**config.mk**
```make
export PLATFORM = sky130hd
export DESIGN_NAME = calendar_date_shift_core
export DESIGN_NICKNAME = d
export VERILOG_FILES = /design/src/rtl/cds_pkg.sv /design/src/rtl/cds_check.sv /design/src/rtl/cds_civil.sv /design/src/rtl/calendar_date_shift_core.sv
export SDC_FILE = /design/constraint.sdc
export NUM_CORES = 2
export LEC_CHECK = 0
export ABC_AREA = 1
export ABC_CLOCK_PERIOD_IN_PS = 12100
export BUFFER_PORTS_ARGS = -buffer_cell sky130_fd_sc_hd__buf_2
export CAP_MARGIN = 15
export CORE_AREA = 2 2 542 544
export DETAILED_ROUTE_END_ITERATION = 16
export DIE_AREA = 0 0 544 546
export GPL_TIMING_DRIVEN = 0
export REMOVE_ABC_BUFFERS = 1
export SYNTH_ARGS = -nofsm -noshare
export SYNTH_HDL_FRONTEND = slang
export SYNTH_HIERARCHICAL = 1
export SYNTH_SLANG_ARGS = --single-unit
export TNS_END_PERCENT = 1
```
**constraint.sdc**
```tcl
create_clock -name clk -period 12.1 [get_ports clk]
set_input_delay 0.605 -clock clk [delete_from_list [all_inputs] [get_ports clk]]
set_output_delay 0.605 -clock clk [all_outputs]
set_load 0.005 [all_outputs]
```
**src/rtl/cds_pkg.sv**
```systemverilog
// Shared types, constants and helpers for the calendar date shift core.
package cds_pkg;

  localparam int YEAR_W = 14;
  localparam int DAY_NUM_W = 22;

  localparam logic [YEAR_W-1:0] FIRST_YEAR_RST = 14'd2010;
  localparam logic [YEAR_W-1:0] LAST_YEAR_RST = 14'd2099;
  localparam logic [YEAR_W-1:0] YEAR_MAX = 14'd9999;

  localparam logic CFG_FIRST_YEAR = 1'b0;
  localparam logic CFG_LAST_YEAR = 1'b1;

  localparam logic [13:0] RECIP_100 = 14'((2**20 + 99) / 100);

  typedef enum logic [1:0] {
    STATUS_OK = 2'd0,
    STATUS_BAD_DATE = 2'd1,
    STATUS_RANGE = 2'd2
  } status_t;

  typedef struct packed {
    logic [15:0] year;
    logic [3:0] month;
    logic [4:0] day;
    logic [2:0] weekday;
    status_t status;
  } tag_t;

  typedef struct packed {
    tag_t tag;
    logic [DAY_NUM_W-1:0] day_num;
  } mid_t;

  function automatic logic [7:0] div100(input logic [13:0] x);
    logic [27:0] prod;
    prod = x * RECIP_100;
    return prod[27:20];
  endfunction

  function automatic logic [8:0] month_offset(input logic [3:0] mp);
    logic [8:0] off;
    case (mp)
      4'd0: off = 9'd0;
      4'd1: off = 9'd31;
      4'd2: off = 9'd61;
      4'd3: off = 9'd92;
      4'd4: off = 9'd122;
      4'd5: off = 9'd153;
      4'd6: off = 9'd184;
      4'd7: off = 9'd214;
      4'd8: off = 9'd245;
      4'd9: off = 9'd275;
      4'd10: off = 9'd306;
      4'd11: off = 9'd337;
      default: off = 9'd0;
    endcase
    return off;
  endfunction

endpackage

```
**src/rtl/cds_check.sv**
```systemverilog
// Date validation, window check and day-number shift, three pipeline stages.
module cds_check (
  input  logic clk,
  input  logic rst_n,
  input  logic in_valid,
  output logic in_stall,
  input  logic [15:0] in_year,
  input  logic [3:0] in_month,
  input  logic [4:0] in_day,
  input  logic [31:0] in_day_count,
  input  logic in_forward,
  input  logic in_count_from_one,
  input  logic [2:0] in_prior_weekday,
  input  logic [cds_pkg::YEAR_W-1:0] first_year,
  input  logic [cds_pkg::YEAR_W-1:0] last_year,
  output logic mid_valid,
  input  logic mid_stall,
  output cds_pkg::mid_t mid
);

  localparam int NS = 3;
  localparam logic [8:0] DOY_JAN1 = 9'd306;
  localparam logic [8:0] DOY_DEC31 = 9'd305;

  function automatic logic [21:0] day_num(input logic [13:0] yy, input logic [7:0] q,
                                          input logic [8:0] doy);
    logic [21:0] t;
    t = 22'(yy) * 22'd365 + 22'(yy[13:2]) - 22'(q) + 22'(q[7:2]) + 22'(doy);
    return t;
  endfunction

  logic [NS-1:0] v_r;
  logic [NS:0] busy;

  always_comb begin
    busy[NS] = mid_stall;
    for (int k = NS - 1; k >= 0; k--) begin
      busy[k] = v_r[k] && busy[k+1];
    end
  end

  assign in_stall = busy[0];
  assign mid_valid = v_r[NS-1];

  always_ff @(posedge clk) begin
    if (!rst_n) begin
      v_r <= '0;
    end else begin
      if (!busy[0]) v_r[0] <= in_valid;
      for (int k = 1; k < NS; k++) begin
        if (!busy[k]) v_r[k] <= v_r[k-1];
      end
    end
  end

  // stage A
  logic [15:0] a_year_r;
  logic [3:0] a_month_r;
  logic [4:0] a_day_r;
  logic [2:0] a_pw_r;
  logic [31:0] a_cnt_r;
  logic a_fwd_r;
  logic a_c1_r;
  logic [13:0] a_yy_r, a_fy_r, a_fyy_r, a_ly_r;
  logic [7:0] a_q_y_r, a_q_yy_r, a_q_fyy_r, a_q_ly_r;
  logic [3:0] a_mp_r;

  logic [13:0] a_yy_nxt, a_fy_nxt, a_fyy_nxt, a_ly_nxt;
  logic [3:0] a_mp_nxt;

  assign a_yy_nxt = in_year[13:0] - {13'd0, (in_month <= 4'd2)};
  assign a_fy_nxt = (first_year == '0) ? 14'd1 : first_year;
  assign a_ly_nxt = (last_year > cds_pkg::YEAR_MAX) ? cds_pkg::YEAR_MAX : last_year;
  assign a_fyy_nxt = a_fy_nxt - 14'd1;
  assign a_mp_nxt = (in_month > 4'd2) ? in_month - 4'd3 : in_month + 4'd9;

  always_ff @(posedge clk) begin
    if (!busy[0]) begin
      a_year_r <= in_year;
      a_month_r <= in_month;
      a_day_r <= in_day;
      a_pw_r <= in_prior_weekday;
      a_cnt_r <= in_day_count;
      a_fwd_r <= in_forward;
      a_c1_r <= in_count_from_one;
      a_yy_r <= a_yy_nxt;
      a_fy_r <= a_fy_nxt;
      a_fyy_r <= a_fyy_nxt;
      a_ly_r <= a_ly_nxt;
      a_mp_r <= a_mp_nxt;
      a_q_y_r <= cds_pkg::div100(in_year[13:0]);
      a_q_yy_r <= cds_pkg::div100(a_yy_nxt);
      a_q_fyy_r <= cds_pkg::div100(a_fyy_nxt);
      a_q_ly_r <= cds_pkg::div100(a_ly_nxt);
    end
  end

  // stage B
  logic [13:0] b_r100;
  logic b_leap;
  logic [4:0] b_mlen;
  logic b_bad, b_out_win;
  logic [8:0] b_doy;
  cds_pkg::tag_t b_tag_nxt, b_tag_r;
  logic [21:0] b_dn_r, b_lo_r, b_hi_r;
  logic [31:0] b_cnt_nxt, b_cnt_r;
  logic b_fwd_r;

  assign b_r100 = a_year_r[13:0] - 14'(a_q_y_r * 14'd100);
  assign b_leap = ((a_year_r[1:0] == 2'd0) && (b_r100 != 14'd0))
               || ((b_r100 == 14'd0) && (a_q_y_r[1:0] == 2'd0));

  always_comb begin
    case (a_month_r)
      4'd2: b_mlen = b_leap ? 5'd29 : 5'd28;
      4'd4, 4'd6, 4'd9, 4'd11: b_mlen = 5'd30;
      default: b_mlen = 5'd31;
    endcase
  end

  assign b_bad = (a_year_r == 16'd0) || (a_year_r > {2'b00, cds_pkg::YEAR_MAX})
              || (a_month_r == 4'd0) || (a_month_r > 4'd12)
              || (a_day_r == 5'd0) || (a_day_r > b_mlen);
  assign b_out_win = (a_fy_r > a_ly_r) || (a_year_r < {2'b00, a_fy_r})
                  || (a_year_r > {2'b00, a_ly_r});
  assign b_doy = cds_pkg::month_offset(a_mp_r) + 9'(a_day_r) - 9'd1;
  assign b_cnt_nxt = (a_c1_r && (a_cnt_r != 32'd0)) ? a_cnt_r - 32'd1 : a_cnt_r;

  always_comb begin
    b_tag_nxt.year = a_year_r;
    b_tag_nxt.month = a_month_r;
    b_tag_nxt.day = a_day_r;
    b_tag_nxt.weekday = a_pw_r;
    if (b_bad) b_tag_nxt.status = cds_pkg::STATUS_BAD_DATE;
    else if (b_out_win) b_tag_nxt.status = cds_pkg::STATUS_RANGE;
    else b_tag_nxt.status = cds_pkg::STATUS_OK;
  end

  always_ff @(posedge clk) begin
    if (!busy[1]) begin
      b_tag_r <= b_tag_nxt;
      b_dn_r <= day_num(a_yy_r, a_q_yy_r, b_doy);
      b_lo_r <= day_num(a_fyy_r, a_q_fyy_r, DOY_JAN1);
      b_hi_r <= day_num(a_ly_r, a_q_ly_r, DOY_DEC31);
      b_cnt_r <= b_cnt_nxt;
      b_fwd_r <= a_fwd_r;
    end
  end

  // stage C
  logic signed [33:0] c_tgt;
  logic c_out;
  cds_pkg::mid_t c_mid_nxt, c_mid_r;

  assign c_tgt = b_fwd_r ? $signed({12'd0, b_dn_r}) + $signed({2'b00, b_cnt_r})
                         : $signed({12'd0, b_dn_r}) - $signed({2'b00, b_cnt_r});
  assign c_out = (c_tgt < $signed({12'd0, b_lo_r})) || (c_tgt > $signed({12'd0, b_hi_r}));

  always_comb begin
    c_mid_nxt.tag = b_tag_r;
    c_mid_nxt.day_num = c_tgt[21:0];
    if (b_tag_r.status == cds_pkg::STATUS_OK && c_out) begin
      c_mid_nxt.tag.status = cds_pkg::STATUS_RANGE;
    end
  end

  always_ff @(posedge clk) begin
    if (!busy[2]) c_mid_r <= c_mid_nxt;
  end

  assign mid = c_mid_r;

endmodule

```
**src/rtl/cds_civil.sv**
```systemverilog
// Day number to civil date and weekday, eight pipeline stages.
module cds_civil (
  input  logic clk,
  input  logic rst_n,
  input  logic mid_valid,
  output logic mid_stall,
  input  cds_pkg::mid_t mid,
  output logic out_valid,
  input  logic out_stall,
  output logic [15:0] out_year,
  output logic [3:0] out_month,
  output logic [4:0] out_day,
  output logic [2:0] out_weekday,
  output logic [1:0] out_status
);

  localparam int NS = 8;
  localparam logic [22:0] RECIP_146097 = 23'(((64'd1 << 40) + 64'd146096) / 64'd146097);
  localparam logic [23:0] RECIP_7 = 24'(((64'd1 << 26) + 64'd6) / 64'd7);
  localparam logic [21:0] RECIP_1460 = 22'(((64'd1 << 32) + 64'd1459) / 64'd1460);
  localparam logic [20:0] RECIP_36524 = 21'(((64'd1 << 36) + 64'd36523) / 64'd36524);
  localparam logic [19:0] RECIP_365 = 20'(((64'd1 << 28) + 64'd364) / 64'd365);
  localparam logic [12:0] RECIP_153 = 13'(((64'd1 << 20) + 64'd152) / 64'd153);

  logic [NS-1:0] v_r;
  logic [NS:0] busy;
  cds_pkg::tag_t tag_r [NS-1];

  always_comb begin
    busy[NS] = out_stall;
    for (int k = NS - 1; k >= 0; k--) begin
      busy[k] = v_r[k] && busy[k+1];
    end
  end

  assign mid_stall = busy[0];
  assign out_valid = v_r[NS-1];

  always_ff @(posedge clk) begin
    if (!rst_n) begin
      v_r <= '0;
    end else begin
      if (!busy[0]) v_r[0] <= mid_valid;
      for (int k = 1; k < NS; k++) begin
        if (!busy[k]) v_r[k] <= v_r[k-1];
      end
    end
  end

  always_ff @(posedge clk) begin
    if (!busy[0]) tag_r[0] <= mid.tag;
    for (int k = 1; k < NS - 1; k++) begin
      if (!busy[k]) tag_r[k] <= tag_r[k-1];
    end
  end

  // stage D: era and mod-7 quotients
  logic [44:0] d_era_prod;
  logic [45:0] d_q7_prod;
  logic [21:0] d_z_r;
  logic [4:0] d_era_r;
  logic [19:0] d_q7_r;

  assign d_era_prod = mid.day_num * RECIP_146097;
  assign d_q7_prod = mid.day_num * RECIP_7;

  always_ff @(posedge clk) begin
    if (!busy[0]) begin
      d_z_r <= mid.day_num;
      d_era_r <= d_era_prod[44:40];
      d_q7_r <= d_q7_prod[45:26];
    end
  end

  // stage E: day of era, weekday
  logic [21:0] e_doe_full, e_rem_full;
  logic [2:0] e_rem;
  logic [17:0] e_doe_r;
  logic [4:0] e_era_r;
  logic [2:0] e_wd_nxt, e_wd_r;

  assign e_doe_full = d_z_r - 22'(d_era_r) * 22'd146097;
  assign e_rem_full = d_z_r - 22'(d_q7_r) * 22'd7;
  assign e_rem = e_rem_full[2:0];
  assign e_wd_nxt = (e_rem >= 3'd4) ? e_rem - 3'd4 : e_rem + 3'd3;

  always_ff @(posedge clk) begin
    if (!busy[1]) begin
      e_doe_r <= e_doe_full[17:0];
      e_era_r <= d_era_r;
      e_wd_r <= e_wd_nxt;
    end
  end

  // stage F: leap corrections
  logic [39:0] f_p1460;
  logic [38:0] f_p36524;
  logic [17:0] f_doe_r;
  logic [7:0] f_q1460_r;
  logic [2:0] f_q36524_r;
  logic f_end_r;
  logic [4:0] f_era_r;
  logic [2:0] f_wd_r;

  assign f_p1460 = e_doe_r * RECIP_1460;
  assign f_p36524 = e_doe_r * RECIP_36524;

  always_ff @(posedge clk) begin
    if (!busy[2]) begin
      f_doe_r <= e_doe_r;
      f_q1460_r <= f_p1460[39:32];
      f_q36524_r <= f_p36524[38:36];
      f_end_r <= (e_doe_r == 18'd146096);
      f_era_r <= e_era_r;
      f_wd_r <= e_wd_r;
    end
  end

  // stage G
  logic [17:0] g_doe_r, g_a_r;
  logic [4:0] g_era_r;
  logic [2:0] g_wd_r;

  always_ff @(posedge clk) begin
    if (!busy[3]) begin
      g_doe_r <= f_doe_r;
      g_a_r <= f_doe_r - 18'(f_q1460_r) + 18'(f_q36524_r) - 18'(f_end_r);
      g_era_r <= f_era_r;
      g_wd_r <= f_wd_r;
    end
  end

  // stage H: year of era
  logic [37:0] h_prod;
  logic [17:0] h_doe_r;
  logic [8:0] h_yoe_r;
  logic [4:0] h_era_r;
  logic [2:0] h_wd_r;

  assign h_prod = g_a_r * RECIP_365;

  always_ff @(posedge clk) begin
    if (!busy[4]) begin
      h_doe_r <= g_doe_r;
      h_yoe_r <= h_prod[36:28];
      h_era_r <= g_era_r;
      h_wd_r <= g_wd_r;
    end
  end

  // stage I: day of year
  logic [17:0] i_ystart, i_doy_full;
  logic [8:0] i_doy_r, i_yoe_r;
  logic [4:0] i_era_r;
  logic [2:0] i_wd_r;

  assign i_ystart = 18'(h_yoe_r) * 18'd365 + 18'(h_yoe_r[8:2])
                  - 18'(cds_pkg::div100(14'(h_yoe_r)));
  assign i_doy_full = h_doe_r - i_ystart;

  always_ff @(posedge clk) begin
    if (!busy[5]) begin
      i_doy_r <= i_doy_full[8:0];
      i_yoe_r <= h_yoe_r;
      i_era_r <= h_era_r;
      i_wd_r <= h_wd_r;
    end
  end

  // stage J: month index
  logic [10:0] j_x;
  logic [23:0] j_prod;
  logic [8:0] j_doy_r, j_yoe_r;
  logic [3:0] j_mp_r;
  logic [4:0] j_era_r;
  logic [2:0] j_wd_r;

  assign j_x = 11'(i_doy_r) * 11'd5 + 11'd2;
  assign j_prod = j_x * RECIP_153;

  always_ff @(posedge clk) begin
    if (!busy[6]) begin
      j_doy_r <= i_doy_r;
      j_yoe_r <= i_yoe_r;
      j_mp_r <= j_prod[23:20];
      j_era_r <= i_era_r;
      j_wd_r <= i_wd_r;
    end
  end

  // stage K: assemble result or echo
  logic [8:0] k_dd_full;
  logic [3:0] k_mm;
  logic [13:0] k_yr;
  cds_pkg::tag_t k_tag_nxt, k_tag_r;

  assign k_dd_full = j_doy_r - cds_pkg::month_offset(j_mp_r) + 9'd1;
  assign k_mm = (j_mp_r < 4'd10) ? j_mp_r + 4'd3 : j_mp_r - 4'd9;
  assign k_yr = 14'(j_yoe_r) + 14'(j_era_r) * 14'd400 + {13'd0, (k_mm <= 4'd2)};

  always_comb begin
    k_tag_nxt = tag_r[NS-2];
    if (tag_r[NS-2].status == cds_pkg::STATUS_OK) begin
      k_tag_nxt.year = {2'b00, k_yr};
      k_tag_nxt.month = k_mm;
      k_tag_nxt.day = k_dd_full[4:0];
      k_tag_nxt.weekday = j_wd_r;
    end
  end

  always_ff @(posedge clk) begin
    if (!busy[7]) k_tag_r <= k_tag_nxt;
  end

  assign out_year = k_tag_r.year;
  assign out_month = k_tag_r.month;
  assign out_day = k_tag_r.day;
  assign out_weekday = k_tag_r.weekday;
  assign out_status = k_tag_r.status;

endmodule

```
**src/rtl/calendar_date_shift_core.sv**
```systemverilog
// Top level of the calendar date shift core: window registers and pipeline.
//
//   channel  direction  handshake           payload
//   in       input      in_valid/in_stall   in_year in_month in_day in_day_count
//                                           in_forward in_count_from_one in_prior_weekday
//   out      output     out_valid/out_stall out_year out_month out_day out_weekday out_status
//   cfg      input      cfg_we              cfg_index cfg_data
//
// One transfer per cycle sustained while out_stall stays low; each item passes, from input
// transfer to result valid, through the eleven register stages (three for checks and the shift,
// eight for the constant-reciprocal date conversion).
// Reset clears all stage valid bits and loads the window with 2010..2099.
// A stall holds only the stages that are full behind it; empty stages keep filling.
module calendar_date_shift_core (
  input  logic clk,
  input  logic rst_n,
  input  logic in_valid,
  output logic in_stall,
  input  logic [15:0] in_year,
  input  logic [3:0] in_month,
  input  logic [4:0] in_day,
  input  logic [31:0] in_day_count,
  input  logic in_forward,
  input  logic in_count_from_one,
  input  logic [2:0] in_prior_weekday,
  output logic out_valid,
  input  logic out_stall,
  output logic [15:0] out_year,
  output logic [3:0] out_month,
  output logic [4:0] out_day,
  output logic [2:0] out_weekday,
  output logic [1:0] out_status,
  input  logic cfg_we,
  input  logic [0:0] cfg_index,
  input  logic [cds_pkg::YEAR_W-1:0] cfg_data
);

  logic [cds_pkg::YEAR_W-1:0] first_year_r, last_year_r;
  logic mid_valid, mid_stall;
  cds_pkg::mid_t mid;

  always_ff @(posedge clk) begin
    if (!rst_n) begin
      first_year_r <= cds_pkg::FIRST_YEAR_RST;
      last_year_r <= cds_pkg::LAST_YEAR_RST;
    end else if (cfg_we) begin
      case (cfg_index)
        cds_pkg::CFG_FIRST_YEAR: first_year_r <= cfg_data;
        cds_pkg::CFG_LAST_YEAR: last_year_r <= cfg_data;
        default: ;
      endcase
    end
  end

  cds_check u_check (
    .clk(clk),
    .rst_n(rst_n),
    .in_valid(in_valid),
    .in_stall(in_stall),
    .in_year(in_year),
    .in_month(in_month),
    .in_day(in_day),
    .in_day_count(in_day_count),
    .in_forward(in_forward),
    .in_count_from_one(in_count_from_one),
    .in_prior_weekday(in_prior_weekday),
    .first_year(first_year_r),
    .last_year(last_year_r),
    .mid_valid(mid_valid),
    .mid_stall(mid_stall),
    .mid(mid)
  );

  cds_civil u_civil (
    .clk(clk),
    .rst_n(rst_n),
    .mid_valid(mid_valid),
    .mid_stall(mid_stall),
    .mid(mid),
    .out_valid(out_valid),
    .out_stall(out_stall),
    .out_year(out_year),
    .out_month(out_month),
    .out_day(out_day),
    .out_weekday(out_weekday),
    .out_status(out_status)
  );

endmodule

```
==> results.yml <==
outcome:
  status: "complete, no violations"
synthesis:
  syn_area_per_cell_um2: 9.79
  synth_seq_area_share_pct: 24.1
  synthTopCellsByArea: "fa_1 (24%), ha_1 (23%), edfxtp_1 (23%)"
  synth.top_cell.area_share_pct: 24.4
  yosys.area.top_type: "fa_1"
  synth_area_um2: 101000
  async_flop_share_pct: 0
  synth-seq-cells: 831
  ys.flop_type: "edfxtp_1"
  yosys_warnings: 6
  synth_cells: 10400
  synth_edf_count: 778
  ys_types: 68
drt:
  initialDrtViolationCount: 3256
  dr.pass1.iters: 6
  wl_um: 231000
  route.detailed.drc: 0
  routedWlPerCell_um: 15.9
  viasPerCell: 4.56
  dr_total_vias: 66200
  ant_nets: 0
final_layout:
  drive_gt1_share_pct: 3.37
  syn_to_final_growth_pct: 8.43
  mostFrequentLayoutCells: "inv_1 (2763), ha_1 (1885), nand2_1 (1267)"
  mostFrequentLayoutCell: "inv_1"
  nFillCells: 29300
  final_nets: 13700
cts:
  cts_resized: 0
  cts_tree: "yes"
  clkTransAtPathRegs_ps: 60
  numCtsBuffers: 86
  insertion_delay_ps: 710
  cts_setup_buffers: 0
  htree_num_levels: 3
  cts_sinks: 831
  cts_buffer_depth: 3
  hold_buffers: 0
  cts_root_buffer: "clkbuf_16"
sta:
  timing.fmax_mhz: 131
  setup_viol: 0
  finalHoldViolations: 0
  min_period_ps: 7650
  tightest_slew_ps: 1130
  rsz0062_at_grt: "false"
  timing.final.ws_setup_ps: 4450
  fin_crit_sh_pct: 63.2
  slew_headroom_pct: 24.9
  slew_violations: 0
  finClkSkew_ps: 58.1
global_routing:
  grt_max_degree: 122
  grt_pass1_vias: 68800
  antenna_found_initial: 19
  grt_pass1_wl_um: 373000
  grt_usage_pct: 15.9
  overflow: 0
setup_path:
  crit_path_start_kind: "register"
  worstPathArrival_ps: 8060
  end_kind: "register"
  cp_data_required_time_ps: 12510
  cp_slowest_cell: "xor2_1"
  crit_type: "register to register"
  reg2reg_depth: 31
  crit_top_cell: "inv_1"
  cp_max_fo: 6
  cpPeakStageDelay_ps: 550
hold_path:
  hold_class: "input pin to register"
  min_path_cells: 1
placement:
  portBuffers: 113
  hpwl_um: 199000
  gp_congestion: 0.920
  place_ws_ps: 4450
die:
  io_pins: 114
  row_count: 199
  core_um2: 292000
  initial_core_util_pct: 34.7
  die_w_um: 544
  die_h_um: 546
  die-area_um2: 297000
run:
  maxCapViolations: 0
==> final timing paths <==
path                              from                    to  slack (ps)
setup / recovery      first_year_r[13]  u_check/a_q_fyy_r[6]        4450
hold / removal     in_prior_weekday[1]     u_check/a_pw_r[1]          80
setup reg to reg      first_year_r[13]  u_check/a_q_fyy_r[6]        4450
hold reg to reg   u_civil/tag_r[5][17]  u_civil/tag_r[6][17]         410
==> routing by layer <==
| metal | GRT usage, % | up-vias | wire, µm |
|---|---|---|---|
| met1 | 21.9 | 31700 | 109000 |
| met3 | 1.64 | 301 | 8420 |
| met2 | 26.5 | 1060 | 108000 |
| li1 | - | 33100 | - |
| met5 | 0 | - | 13 |
| met4 | 3.71 | 2 | 6030 |
==> kinds of logic after synthesis <==
logic type / synth area share, %
AO/OA/AOI/OAI: 5.16
buffers and inverters: 10.5
flip-flops: 24.1
multiplexers: 0.00987
AND/OR/NAND/NOR: 9.85
adder cells (fa/ha/maj): 47.6
XOR/XNOR: 2.74
==> critical path: cells and delay by family, from the launching register on <==
kind,cells,cell delay [ps]
AOI/OAI and AO/OA,4,850
xor gates and xnor gates,2,710
adders and majority gates,7,3040
buffers and inverters,8,1080
DFF,1,510
and+or+nand+nor,10,1210
==> area by class of cell <==
| type | instances | area (µm²) | area share, % |
|---|---|---|---|
| tap | 3919 | 4900 | 4.46 |
| multi-input combinational | 6699 | 66300 | 60.3 |
| timing repair buffer | 124 | 823 | 0.749 |
| clock inverter | 52 | 698 | 0.635 |
| clock buffer | 108 | 2300 | 2.09 |
| sequential | 831 | 24400 | 22.2 |
| antenna | 6 | 15.0 | 0.0137 |
| inverter | 2781 | 10500 | 9.51 |
==> synth_stat cells, types with 6 or more instances <==
cell type	instances
nand3_1	306
a211oi_1	14
a31oi_1	44
o211ai_1	16
nand4_1	90
a21o_1	42
clkbuf_1	23
a21oi_1	436
nor2_4	8
ha_1	1885
a21boi_0	15
fa_1	1234
nor3_1	70
and3_1	8
o21bai_1	35
xnor2_1	105
nor3b_1	6
xor2_1	212
inv_2	13
inv_1	2766
o2111ai_1	6
edfxtp_1	778
nand2_2	13
nor4_1	40
buf_2	18
nor2_2	15
and2_1	7
nand2_1	1268
nand3b_1	7
o31ai_1	13
nor2_1	453
o21a_1	17
o21ai_0	251
or2_2	13
o21ai_1	16
dfxtp_1	53
==> state kept, by name, summed over array words and instances (netlist names), 16 cells and up, named ones only <==
register	flops
u_check/a_year_r	16
u_check/b_cnt_r	32
u_civil/f_doe_r	18
u_civil/out_year	16
u_civil/tag_r	210
u_civil/g_a_r	18
u_check/b_dn_r	22
u_check/b_hi_r	22
u_check/b_lo_r	22
u_check/b_tag_r	30
u_check/a_cnt_r	32
u_civil/e_doe_r	18
u_check/mid	52
u_civil/d_z_r	18
==> through the flow <==
step	instances	instance area [µm²]	setup TNS (ps)	util, %	hold slack [ps]
floorplan	10300	101000	-64.5	-	400
global placement	14300	107000	-694130	36.5	400
detailed placement	14400	107000	0	36.6	405
CTS	14500	110000	0	37.6	11.8
global route	14500	110000	0	37.6	23.6
finish	14500	110000	0	37.6	75.1
Power is left out: the tool's default activity adds up to more than one toggle a clock period on the data nets, which glitch-free logic cannot reach.
